$ cat config.mk
export PLATFORM = sky130hd
export DESIGN_NAME = accelerated_window_bound_adjuster_unit
export DESIGN_NICKNAME = d
export VERILOG_FILES = /design/src/rtl/awba_pkg.sv /design/src/rtl/accelerated_window_bound_adjuster_unit.sv
export SDC_FILE = /design/constraint.sdc
export NUM_CORES = 2
export LEC_CHECK = 0
export ABC_CLOCK_PERIOD_IN_PS = 10700
export BUFFER_PORTS_ARGS = -buffer_cell sky130_fd_sc_hd__buf_2
export CORE_MARGIN = 3
export CORE_UTILIZATION = 50
export DETAILED_ROUTE_END_ITERATION = 10
export PLACE_DENSITY = 0.75
export SETUP_SLACK_MARGIN = 0.5
export SLEW_MARGIN = 20
export SYNTH_ARGS = -nofsm -noshare
export SYNTH_HDL_FRONTEND = slang
export SYNTH_SLANG_ARGS = --single-unit
$ cat constraint.sdc
create_clock -name clk -period 10.7 [get_ports clk]
set_clock_uncertainty 0.05 [all_clocks]
set_input_delay 2.14 -clock clk [delete_from_list [all_inputs] [get_ports clk]]
set_output_delay 2.14 -clock clk [all_outputs]
set_load 0.1 [all_outputs]
$ cat src/rtl/awba_pkg.sv
// ----------------------------------------------------------------------------
// awba_pkg - shared types and constants of the window bound adjuster
// Command codes, configuration register indexes, bound limits, divider
// widths, and the sequencer state and control types.
// ----------------------------------------------------------------------------
package awba_pkg;

  // bound limits
  localparam logic signed [15:0] WIN_MAX = 16'sh7FFF;
  localparam logic signed [15:0] WIN_MIN = 16'sh8000;

  // command codes
  localparam logic [3:0] CMD_INC_UPPER   = 4'd0;
  localparam logic [3:0] CMD_DEC_UPPER   = 4'd1;
  localparam logic [3:0] CMD_INC_LOWER   = 4'd2;
  localparam logic [3:0] CMD_DEC_LOWER   = 4'd3;
  localparam logic [3:0] CMD_INC_STEP    = 4'd4;
  localparam logic [3:0] CMD_DEC_STEP    = 4'd5;
  localparam logic [3:0] CMD_SWAP        = 4'd6;
  localparam logic [3:0] CMD_RESET       = 4'd7;
  localparam logic [3:0] CMD_SLIDE_UPPER = 4'd8;
  localparam logic [3:0] CMD_SLIDE_LOWER = 4'd9;

  // last button code, zero means no button yet
  localparam logic [2:0] DIR_NONE = 3'd0;

  // configuration register indexes
  localparam logic [2:0] CFG_FAST_INTERVAL   = 3'd0;
  localparam logic [2:0] CFG_ACCEL_FACTOR    = 3'd1;
  localparam logic [2:0] CFG_MAX_STEP        = 3'd2;
  localparam logic [2:0] CFG_RANGE_MIN       = 3'd3;
  localparam logic [2:0] CFG_RANGE_MAX       = 3'd4;
  localparam logic [2:0] CFG_SLIDER_WIDTH    = 3'd5;
  localparam logic [2:0] CFG_KNOB_HALF_WIDTH = 3'd6;
  localparam logic [2:0] CFG_LABEL_WIDTH     = 3'd7;

  // slider divider: quotient bits and iteration counter width
  localparam int DIV_BITS = 28;
  localparam int CNT_W    = 5;

  typedef enum logic [2:0] {
    S_IDLE,
    S_PREP,
    S_MUL,
    S_LOAD,
    S_DIV,
    S_FIN
  } awba_state_t;

  // sequencer controls
  typedef struct packed {
    logic in_ready;
    logic commit;
  } awba_ctrl_t;

endpackage

$ cat src/rtl/accelerated_window_bound_adjuster_unit.sv
// ----------------------------------------------------------------------------
// accelerated_window_bound_adjuster_unit - display window bound adjuster
// Keeps lower and upper window bounds and a step size, moved by button,
// step, swap, reset and slider requests, one result per request.
// ----------------------------------------------------------------------------
// One request is worked on at a time. A button, step, swap, reset or unused
// command, and a slider command whose span is not positive, goes through the
// prepare, multiply and finish states after it is accepted; a slider command
// with a positive span also goes through the load state and the restoring
// divider that scales the cursor and retires one of 28 quotient bits per
// cycle. A single multiplier serves both the increment cap (step times
// acceleration) and the slider product. The input is ready again from the
// clock edge that loads the result register, and a result waiting on
// out_ready does not block the next request until that request's result is due.
module accelerated_window_bound_adjuster_unit (
  input  logic               clk,
  input  logic               rst_n,
  // request channel
  input  logic               in_valid,
  output logic               in_ready,
  input  logic [3:0]         in_command,
  input  logic [31:0]        in_event_time,
  input  logic [11:0]        in_cursor_x,
  // result channel
  output logic               out_valid,
  input  logic               out_ready,
  output logic signed [15:0] out_lower_bound,
  output logic signed [15:0] out_upper_bound,
  output logic [10:0]        out_step_value,
  // configuration channel
  input  logic               cfg_valid,
  output logic               cfg_ready,
  input  logic [2:0]         cfg_index,
  input  logic [31:0]        cfg_data
);

  localparam int DIV_BITS_L = awba_pkg::DIV_BITS;

  // configuration registers
  logic [31:0]        fast_interval_r;
  logic [6:0]         accel_factor_r;
  logic [10:0]        max_step_r;
  logic signed [15:0] range_min_r;
  logic signed [15:0] range_max_r;
  logic [11:0]        slider_width_r;
  logic [7:0]         knob_half_width_r;
  logic [11:0]        label_width_r;

  // block state
  logic signed [15:0] lower_value_r, lower_value_nxt;
  logic signed [15:0] upper_value_r, upper_value_nxt;
  logic [10:0]        step_size_r, step_size_nxt;
  logic [17:0]        increment_r, increment_nxt;
  logic [2:0]         last_dir_r, last_dir_nxt;
  logic [31:0]        last_time_r, last_time_nxt;

  // request registers
  logic [3:0]         cmd_r;
  logic [31:0]        time_r;
  logic [11:0]        cursor_r;

  // datapath registers
  logic signed [17:0] op_a_r;
  logic signed [12:0] op_b_r;
  logic signed [30:0] prod_r;
  logic               hit_r;
  logic               span_ok_r;
  logic [11:0]        span_r;
  logic               neg_r;
  logic [DIV_BITS_L-1:0] quo_r;
  logic [11:0]        rem_r;
  logic [awba_pkg::CNT_W-1:0] cnt_r;

  // result register
  logic               out_valid_r;
  logic signed [15:0] out_lower_r;
  logic signed [15:0] out_upper_r;
  logic [10:0]        out_step_r;

  awba_pkg::awba_state_t state_r, state_nxt;
  awba_pkg::awba_ctrl_t  ctrl;

  logic in_fire;
  logic is_button;
  logic is_slider;
  logic div_last;
  logic [2:0] dir;

  assign in_fire   = in_valid && ctrl.in_ready;
  assign is_button = (cmd_r == awba_pkg::CMD_INC_UPPER) || (cmd_r == awba_pkg::CMD_DEC_UPPER) ||
                     (cmd_r == awba_pkg::CMD_INC_LOWER) || (cmd_r == awba_pkg::CMD_DEC_LOWER);
  assign is_slider = (cmd_r == awba_pkg::CMD_SLIDE_UPPER) ||
                     (cmd_r == awba_pkg::CMD_SLIDE_LOWER);
  assign div_last  = (cnt_r == awba_pkg::CNT_W'(DIV_BITS_L - 1));
  assign dir       = {1'b0, cmd_r[1:0]} + 3'd1;

  // next state
  always_comb begin
    state_nxt = state_r;
    case (state_r)
      awba_pkg::S_IDLE: if (in_valid) state_nxt = awba_pkg::S_PREP;
      awba_pkg::S_PREP: state_nxt = awba_pkg::S_MUL;
      awba_pkg::S_MUL: begin
        if (is_slider && span_ok_r) state_nxt = awba_pkg::S_LOAD;
        else state_nxt = awba_pkg::S_FIN;
      end
      awba_pkg::S_LOAD: state_nxt = awba_pkg::S_DIV;
      awba_pkg::S_DIV: if (div_last) state_nxt = awba_pkg::S_FIN;
      awba_pkg::S_FIN: if (!out_valid_r || out_ready) state_nxt = awba_pkg::S_IDLE;
      default: state_nxt = awba_pkg::S_IDLE;
    endcase
  end

  // sequencer outputs
  always_comb begin
    ctrl = '0;
    case (state_r)
      awba_pkg::S_IDLE: ctrl.in_ready = 1'b1;
      awba_pkg::S_FIN:  ctrl.commit   = !out_valid_r || out_ready;
      default: ctrl = '0;
    endcase
  end

  always_ff @(posedge clk) begin
    if (!rst_n) state_r <= awba_pkg::S_IDLE;
    else state_r <= state_nxt;
  end

  // configuration writes
  always_ff @(posedge clk) begin
    if (!rst_n) begin
      fast_interval_r   <= 32'd300;
      accel_factor_r    <= 7'd4;
      max_step_r        <= 11'd64;
      range_min_r       <= awba_pkg::WIN_MIN;
      range_max_r       <= awba_pkg::WIN_MAX;
      slider_width_r    <= 12'd256;
      knob_half_width_r <= 8'd8;
      label_width_r     <= 12'd0;
    end else if (cfg_valid) begin
      case (cfg_index)
        awba_pkg::CFG_FAST_INTERVAL:   fast_interval_r   <= cfg_data;
        awba_pkg::CFG_ACCEL_FACTOR:    accel_factor_r    <= cfg_data[6:0];
        awba_pkg::CFG_MAX_STEP:        max_step_r        <= cfg_data[10:0];
        awba_pkg::CFG_RANGE_MIN:       range_min_r       <= $signed(cfg_data[15:0]);
        awba_pkg::CFG_RANGE_MAX:       range_max_r       <= $signed(cfg_data[15:0]);
        awba_pkg::CFG_SLIDER_WIDTH:    slider_width_r    <= cfg_data[11:0];
        awba_pkg::CFG_KNOB_HALF_WIDTH: knob_half_width_r <= cfg_data[7:0];
        awba_pkg::CFG_LABEL_WIDTH:     label_width_r     <= cfg_data[11:0];
        default: ;
      endcase
    end
  end

  assign cfg_ready = 1'b1;

  // slider cursor clamp and operand selection
  logic signed [12:0] x_raw, x_lo, x_cl, cw_s, hi_s, d_s;
  logic signed [13:0] span_s;
  logic signed [16:0] diff_s;
  logic [31:0]        gap;

  always_comb begin
    cw_s   = $signed({5'b0, knob_half_width_r});
    x_raw  = $signed({1'b0, cursor_r}) - $signed({1'b0, label_width_r});
    hi_s   = $signed({1'b0, slider_width_r}) - cw_s;
    span_s = $signed({2'b0, slider_width_r}) - $signed({5'b0, knob_half_width_r, 1'b0});
    x_lo   = (x_raw < cw_s) ? cw_s : x_raw;
    x_cl   = (x_lo > hi_s) ? hi_s : x_lo;
    d_s    = x_cl - cw_s;
    diff_s = $signed({range_max_r[15], range_max_r}) - $signed({range_min_r[15], range_min_r});
    gap    = time_r - last_time_r;
  end

  // shared multiplier
  logic signed [30:0] prod_c;
  assign prod_c = 31'(op_a_r) * 31'(op_b_r);

  // restoring divider step
  logic [12:0] trial;
  logic        q_bit;
  assign trial = {rem_r, quo_r[DIV_BITS_L-1]};
  assign q_bit = (trial >= {1'b0, span_r});

  // datapath sequencing
  always_ff @(posedge clk) begin
    if (in_fire) begin
      cmd_r    <= in_command;
      time_r   <= in_event_time;
      cursor_r <= in_cursor_x;
    end
    case (state_r)
      awba_pkg::S_PREP: begin
        hit_r     <= (gap <= fast_interval_r) && (last_dir_r == dir);
        span_ok_r <= (span_s > 14'sd0);
        span_r    <= span_s[11:0];
        if (is_slider) begin
          op_a_r <= {diff_s[16], diff_s};
          op_b_r <= $signed({1'b0, d_s[11:0]});
        end else begin
          op_a_r <= $signed({7'b0, step_size_r});
          op_b_r <= $signed({6'b0, accel_factor_r});
        end
      end
      awba_pkg::S_MUL: prod_r <= prod_c;
      awba_pkg::S_LOAD: begin
        neg_r <= prod_r[30];
        quo_r <= prod_r[30] ? DIV_BITS_L'(-prod_r) : DIV_BITS_L'(prod_r);
        rem_r <= '0;
        cnt_r <= '0;
      end
      awba_pkg::S_DIV: begin
        rem_r <= q_bit ? 12'(trial - {1'b0, span_r}) : trial[11:0];
        quo_r <= {quo_r[DIV_BITS_L-2:0], q_bit};
        cnt_r <= cnt_r + 1'b1;
      end
      default: ;
    endcase
  end

  // new block state at the end of a request
  logic [18:0]        inc_sum;
  logic [18:0]        inc_cap;
  logic [17:0]        inc_new;
  logic signed [19:0] btn_base, btn_res;
  logic signed [15:0] btn_sat;
  logic [10:0]        ms;
  logic [11:0]        step_up;
  logic signed [28:0] q_s;
  logic signed [29:0] slide_res;
  logic signed [15:0] slide_sat;

  always_comb begin
    inc_sum = {1'b0, increment_r} + {8'b0, step_size_r};
    inc_cap = {1'b0, prod_r[17:0]};
    if (hit_r) inc_new = (inc_sum < inc_cap) ? inc_sum[17:0] : inc_cap[17:0];
    else inc_new = {7'b0, step_size_r};

    btn_base = cmd_r[1] ? 20'(lower_value_r) : 20'(upper_value_r);
    if (cmd_r[0]) btn_res = btn_base - $signed({2'b0, inc_new});
    else btn_res = btn_base + $signed({2'b0, inc_new});
    if (btn_res > 20'sd32767) btn_sat = awba_pkg::WIN_MAX;
    else if (btn_res < -20'sd32768) btn_sat = awba_pkg::WIN_MIN;
    else btn_sat = btn_res[15:0];

    ms      = (max_step_r == 11'd0) ? 11'd1 : max_step_r;
    step_up = {1'b0, step_size_r} + 12'd1;

    q_s       = neg_r ? -$signed({1'b0, quo_r}) : $signed({1'b0, quo_r});
    slide_res = 30'(range_min_r) + 30'(q_s);
    if (slide_res > 30'sd32767) slide_sat = awba_pkg::WIN_MAX;
    else if (slide_res < -30'sd32768) slide_sat = awba_pkg::WIN_MIN;
    else slide_sat = slide_res[15:0];

    lower_value_nxt = lower_value_r;
    upper_value_nxt = upper_value_r;
    step_size_nxt   = step_size_r;
    increment_nxt   = increment_r;
    last_dir_nxt    = last_dir_r;
    last_time_nxt   = last_time_r;

    if (is_button) begin
      increment_nxt = inc_new;
      last_dir_nxt  = dir;
      last_time_nxt = time_r;
      if (cmd_r[1]) lower_value_nxt = btn_sat;
      else upper_value_nxt = btn_sat;
    end

    case (cmd_r)
      awba_pkg::CMD_INC_STEP: step_size_nxt = (step_up < {1'b0, ms}) ? step_up[10:0] : ms;
      awba_pkg::CMD_DEC_STEP: begin
        step_size_nxt = (step_size_r <= 11'd1) ? 11'd1 : step_size_r - 11'd1;
      end
      awba_pkg::CMD_SWAP: begin
        lower_value_nxt = upper_value_r;
        upper_value_nxt = lower_value_r;
      end
      awba_pkg::CMD_RESET: begin
        lower_value_nxt = range_min_r;
        upper_value_nxt = range_max_r;
      end
      awba_pkg::CMD_SLIDE_UPPER: if (span_ok_r) upper_value_nxt = slide_sat;
      awba_pkg::CMD_SLIDE_LOWER: if (span_ok_r) lower_value_nxt = slide_sat;
      default: ;
    endcase
  end

  // block state registers
  always_ff @(posedge clk) begin
    if (!rst_n) begin
      lower_value_r <= '0;
      upper_value_r <= '0;
      step_size_r   <= 11'd1;
      increment_r   <= '0;
      last_dir_r    <= awba_pkg::DIR_NONE;
      last_time_r   <= '0;
    end else if (ctrl.commit) begin
      lower_value_r <= lower_value_nxt;
      upper_value_r <= upper_value_nxt;
      step_size_r   <= step_size_nxt;
      increment_r   <= increment_nxt;
      last_dir_r    <= last_dir_nxt;
      last_time_r   <= last_time_nxt;
    end
  end

  // result register
  always_ff @(posedge clk) begin
    if (!rst_n) out_valid_r <= 1'b0;
    else if (ctrl.commit) out_valid_r <= 1'b1;
    else if (out_ready) out_valid_r <= 1'b0;
  end

  always_ff @(posedge clk) begin
    if (ctrl.commit) begin
      out_lower_r <= lower_value_nxt;
      out_upper_r <= upper_value_nxt;
      out_step_r  <= step_size_nxt;
    end
  end

  assign in_ready        = ctrl.in_ready;
  assign out_valid       = out_valid_r;
  assign out_lower_bound = out_lower_r;
  assign out_upper_bound = out_upper_r;
  assign out_step_value  = out_step_r;

`ifndef SYNTHESIS
  // step size never drops to zero
  a_step_nonzero: assert property (@(posedge clk) disable iff (!rst_n)
    step_size_r != 11'd0)
    else $error("step size reached zero");

  // divider remainder stays below the span
  a_rem_bound: assert property (@(posedge clk) disable iff (!rst_n)
    (state_r == awba_pkg::S_DIV) |-> (rem_r < span_r))
    else $error("divider remainder out of range");

  // last divider step hands over to the finish state
  a_div_end: assert property (@(posedge clk) disable iff (!rst_n)
    (state_r == awba_pkg::S_DIV && div_last) |=> (state_r == awba_pkg::S_FIN))
    else $error("divider did not finish");

  // bounds change only when a request commits
  a_bounds_hold: assert property (@(posedge clk) disable iff (!rst_n)
    !ctrl.commit |=> ($stable(lower_value_r) && $stable(upper_value_r)))
    else $error("bounds changed without a commit");

  // an accepted request blocks the input until its result is due
  a_busy: assert property (@(posedge clk) disable iff (!rst_n)
    in_fire |=> !in_ready)
    else $error("input ready while busy");
`endif

endmodule

==> results.toml <==
[sta]
setup_violations = 0
fmax_mhz = 109
min_period_ns = 9.16
final_hold_viol_count = 0
period_share = 0.856
max_slew_margin = 0.230
fin_setup_tns_ns = 0
rsz0062_at_grt = "no"
slew_violations = 0
worst_pin_slew_ns = 1.15
whs_ns = 0.413

[critical_path]
slowest_stage = "o31ai_1"
path_buf_inv = 3
critPathTopFamily = "compound AO/OA/AOI/OAI gates"
crit_type = "register to register"
crit_path_end_kind = "register"
required_ns = 10.98
critPathMaxStageDelay_ns = 0.84
start_kind = "register"
cp_max_fo = 21
cpMostUsedCell = "ha_1"
worstPathArrival_ns = 9.44

[place]
io_buffers = 132
place_area_um2 = 38500
gp_congestion = 1.01
dpl.hpwl_um = 78900
placed_cells = 5255

[synthesis]
synth_edf_count = 209
postSynth.asyncResetShare = 0
synthCells = 4331
yosysWarnings = 0
syn_area_per_cell_um2 = 8.57
ys_types = 86
syn_area_um2 = 37100
synth-seq-cells = 423
synth-main-ff-cell = "dfxtp_1"
synth_fp_nets = 4932
seq_area_frac_synth = 0.284

[cts]
post-cts-setup-buffers = 0
cts_tree = "done"
ctsHoldBuffers = 0
clkTransAtPathRegs_ns = 0.06
cts_max_path_buffers = 3
clk_latency_ns = 0.61
cts_resized = 0
clock_sinks = 423
htree_num_levels = 2
cts_root_buf = "clkbuf_16"
cts_inserted_buffers = 47

[pwr]
p_per_area_nw_per_um2 = 209
p_total_w = 0.00839
p_leak_nw = 16.6
max-vdd-ir-drop_mv = 0.223

[status]
outcome = "finished, final reports clean"

[floorplanning]
chipHeight_um = 279
initial_core_util = 0.507
dieArea_um2 = 77600
core_area_um2 = 73200
ios = 134
row_count = 99
die_w_um = 279

[final_layout]
fin_area_um2 = 40100
stdcell_count = 5346
syn2layout_area_growth_pct = 8.00
fin_nets = 4947
mostFrequentLayoutCells = "nand2_1, inv_1, ha_1, o21ai_0, dfxtp_1"
drive_gt1_frac = 0.0753
final_common_cell = "nand2_1"

[global_route]
grt_overflow = 0
grt_pass1_vias = 30200
grt_pass1_wl_um = 167000
antenna_found_initial = 4
grt_usage = 0.269
grt_max_degree = 102

[detailed_routing]
first_pass_iters = 6
antenna_left = 0
num_vias = 31600
wl_per_cell_um = 19.7
vias_per_cell = 5.92
drc_errors = 0
dr.first_iter.drc_count = 3256
drt_wl_total_um = 106000

[job]
cap_violations = 0

[hold_path]
hold_path.class = "register to register"
-- final cells by class --
type | count | area, um^2
inverters | 440 | 1650
flip-flops and latches | 423 | 10600
multi-input cells | 3264 | 24200
clock inverters | 18 | 143
fillers | 6595 | 33100
well taps | 959 | 1200
clock buffers | 70 | 1430
diodes | 2 | 5.00
repair buffers | 170 | 968
-- layer usage --
metal,part of all wire,vias up,global-route usage
met5,0,-,0
met2,0.45,1366,0.430
met3,0.080,270,0.0393
met4,0.049,0,0.120
met1,0.43,15000,0.364
li1,-,15000,-
-- kinds of logic after synthesis --
group	share of synthesized area
multiplexers	0.0153
buffers and inverters	0.0669
adder cells (fa/ha/maj)	0.213
flip-flops	0.284
AO/OA/AOI/OAI	0.190
other	0.000101
XOR/XNOR	0.0545
AND/OR/NAND/NOR	0.176
-- flip-flops by register name, summed over array words and instances, names as in the netlist, 12 cells and up --
register / cells
cursor_r: 12
fast_interval_r: 32
increment_r: 18
label_width_r: 12
last_time_r: 32
lower_value_r: 16
op_a_r: 17
op_b_r: 12
out_lower_bound: 16
out_upper_bound: 16
prod_r: 29
quo_r: 28
range_max_r: 16
range_min_r: 16
rem_r: 12
slider_width_r: 12
span_r: 12
time_r: 32
upper_value_r: 16
-- tightest hold or removal path, cell delays in order (launching register included) --
cell and delay (ns):
dfxtp_1 0.31, nand2_1 0.05, a21boi_0 0.06
-- synth_stat cells (all sizes together), types with 21 or more instances --
cell      n  share of area
a211oi   50          0.010
a21boi  151          0.031
a21o     54          0.011
a21oi   211          0.029
a221oi   44          0.010
and2    139          0.023
and3     43         0.0073
buf      32         0.0050
clkbuf  172          0.017
dfxtp   214           0.12
edfxtp  209           0.17
fa      198           0.11
ha      315           0.11
inv     439          0.044
mux2     27         0.0082
mux2i    25         0.0071
nand2   678          0.069
nand2b   47         0.0079
nand3    73         0.0098
nand4    35         0.0059
nor2    202          0.020
nor2b    41         0.0069
nor3     67         0.0090
nor4     21         0.0039
o211ai   37         0.0075
o21a     48         0.0097
o21ai   268          0.037
o31ai    28         0.0057
xnor2   156          0.037
xor2     75          0.018
-- stage by stage --
stage          setup WS, ns  utilization
2_1_floorplan          2.46            -
3_3_place_gp           1.77        0.526
3_5_place_dp           1.42        0.526
4_1_cts                1.38        0.547
5_1_grt               0.859        0.548
6_report               1.54        0.548
-- worst paths after layout --
check	startpoint	endpoint	slack [ns]	cells after the start
worst min register to register	last_time_r[27]	last_time_r[27]	0.41	2
worst max register to register	step_size_r[2]	out_lower_bound[2]	1.54	33
worst min-delay path	last_time_r[27]	last_time_r[27]	0.41	2
worst max-delay path	step_size_r[2]	out_lower_bound[2]	1.54	33
-- power by group --
part | total (W) | switching [W] | internal [W] | leakage (nW)
Clock | 0.00166 | 0.000709 | 0.000952 | 0.782
Combinational | 0.00453 | 0.00261 | 0.00192 | 12.2
Sequential | 0.00220 | 0.000152 | 0.00205 | 3.68
Total | 0.00839 | 0.00347 | 0.00492 | 16.6
(Power assumes the default switching activity.)
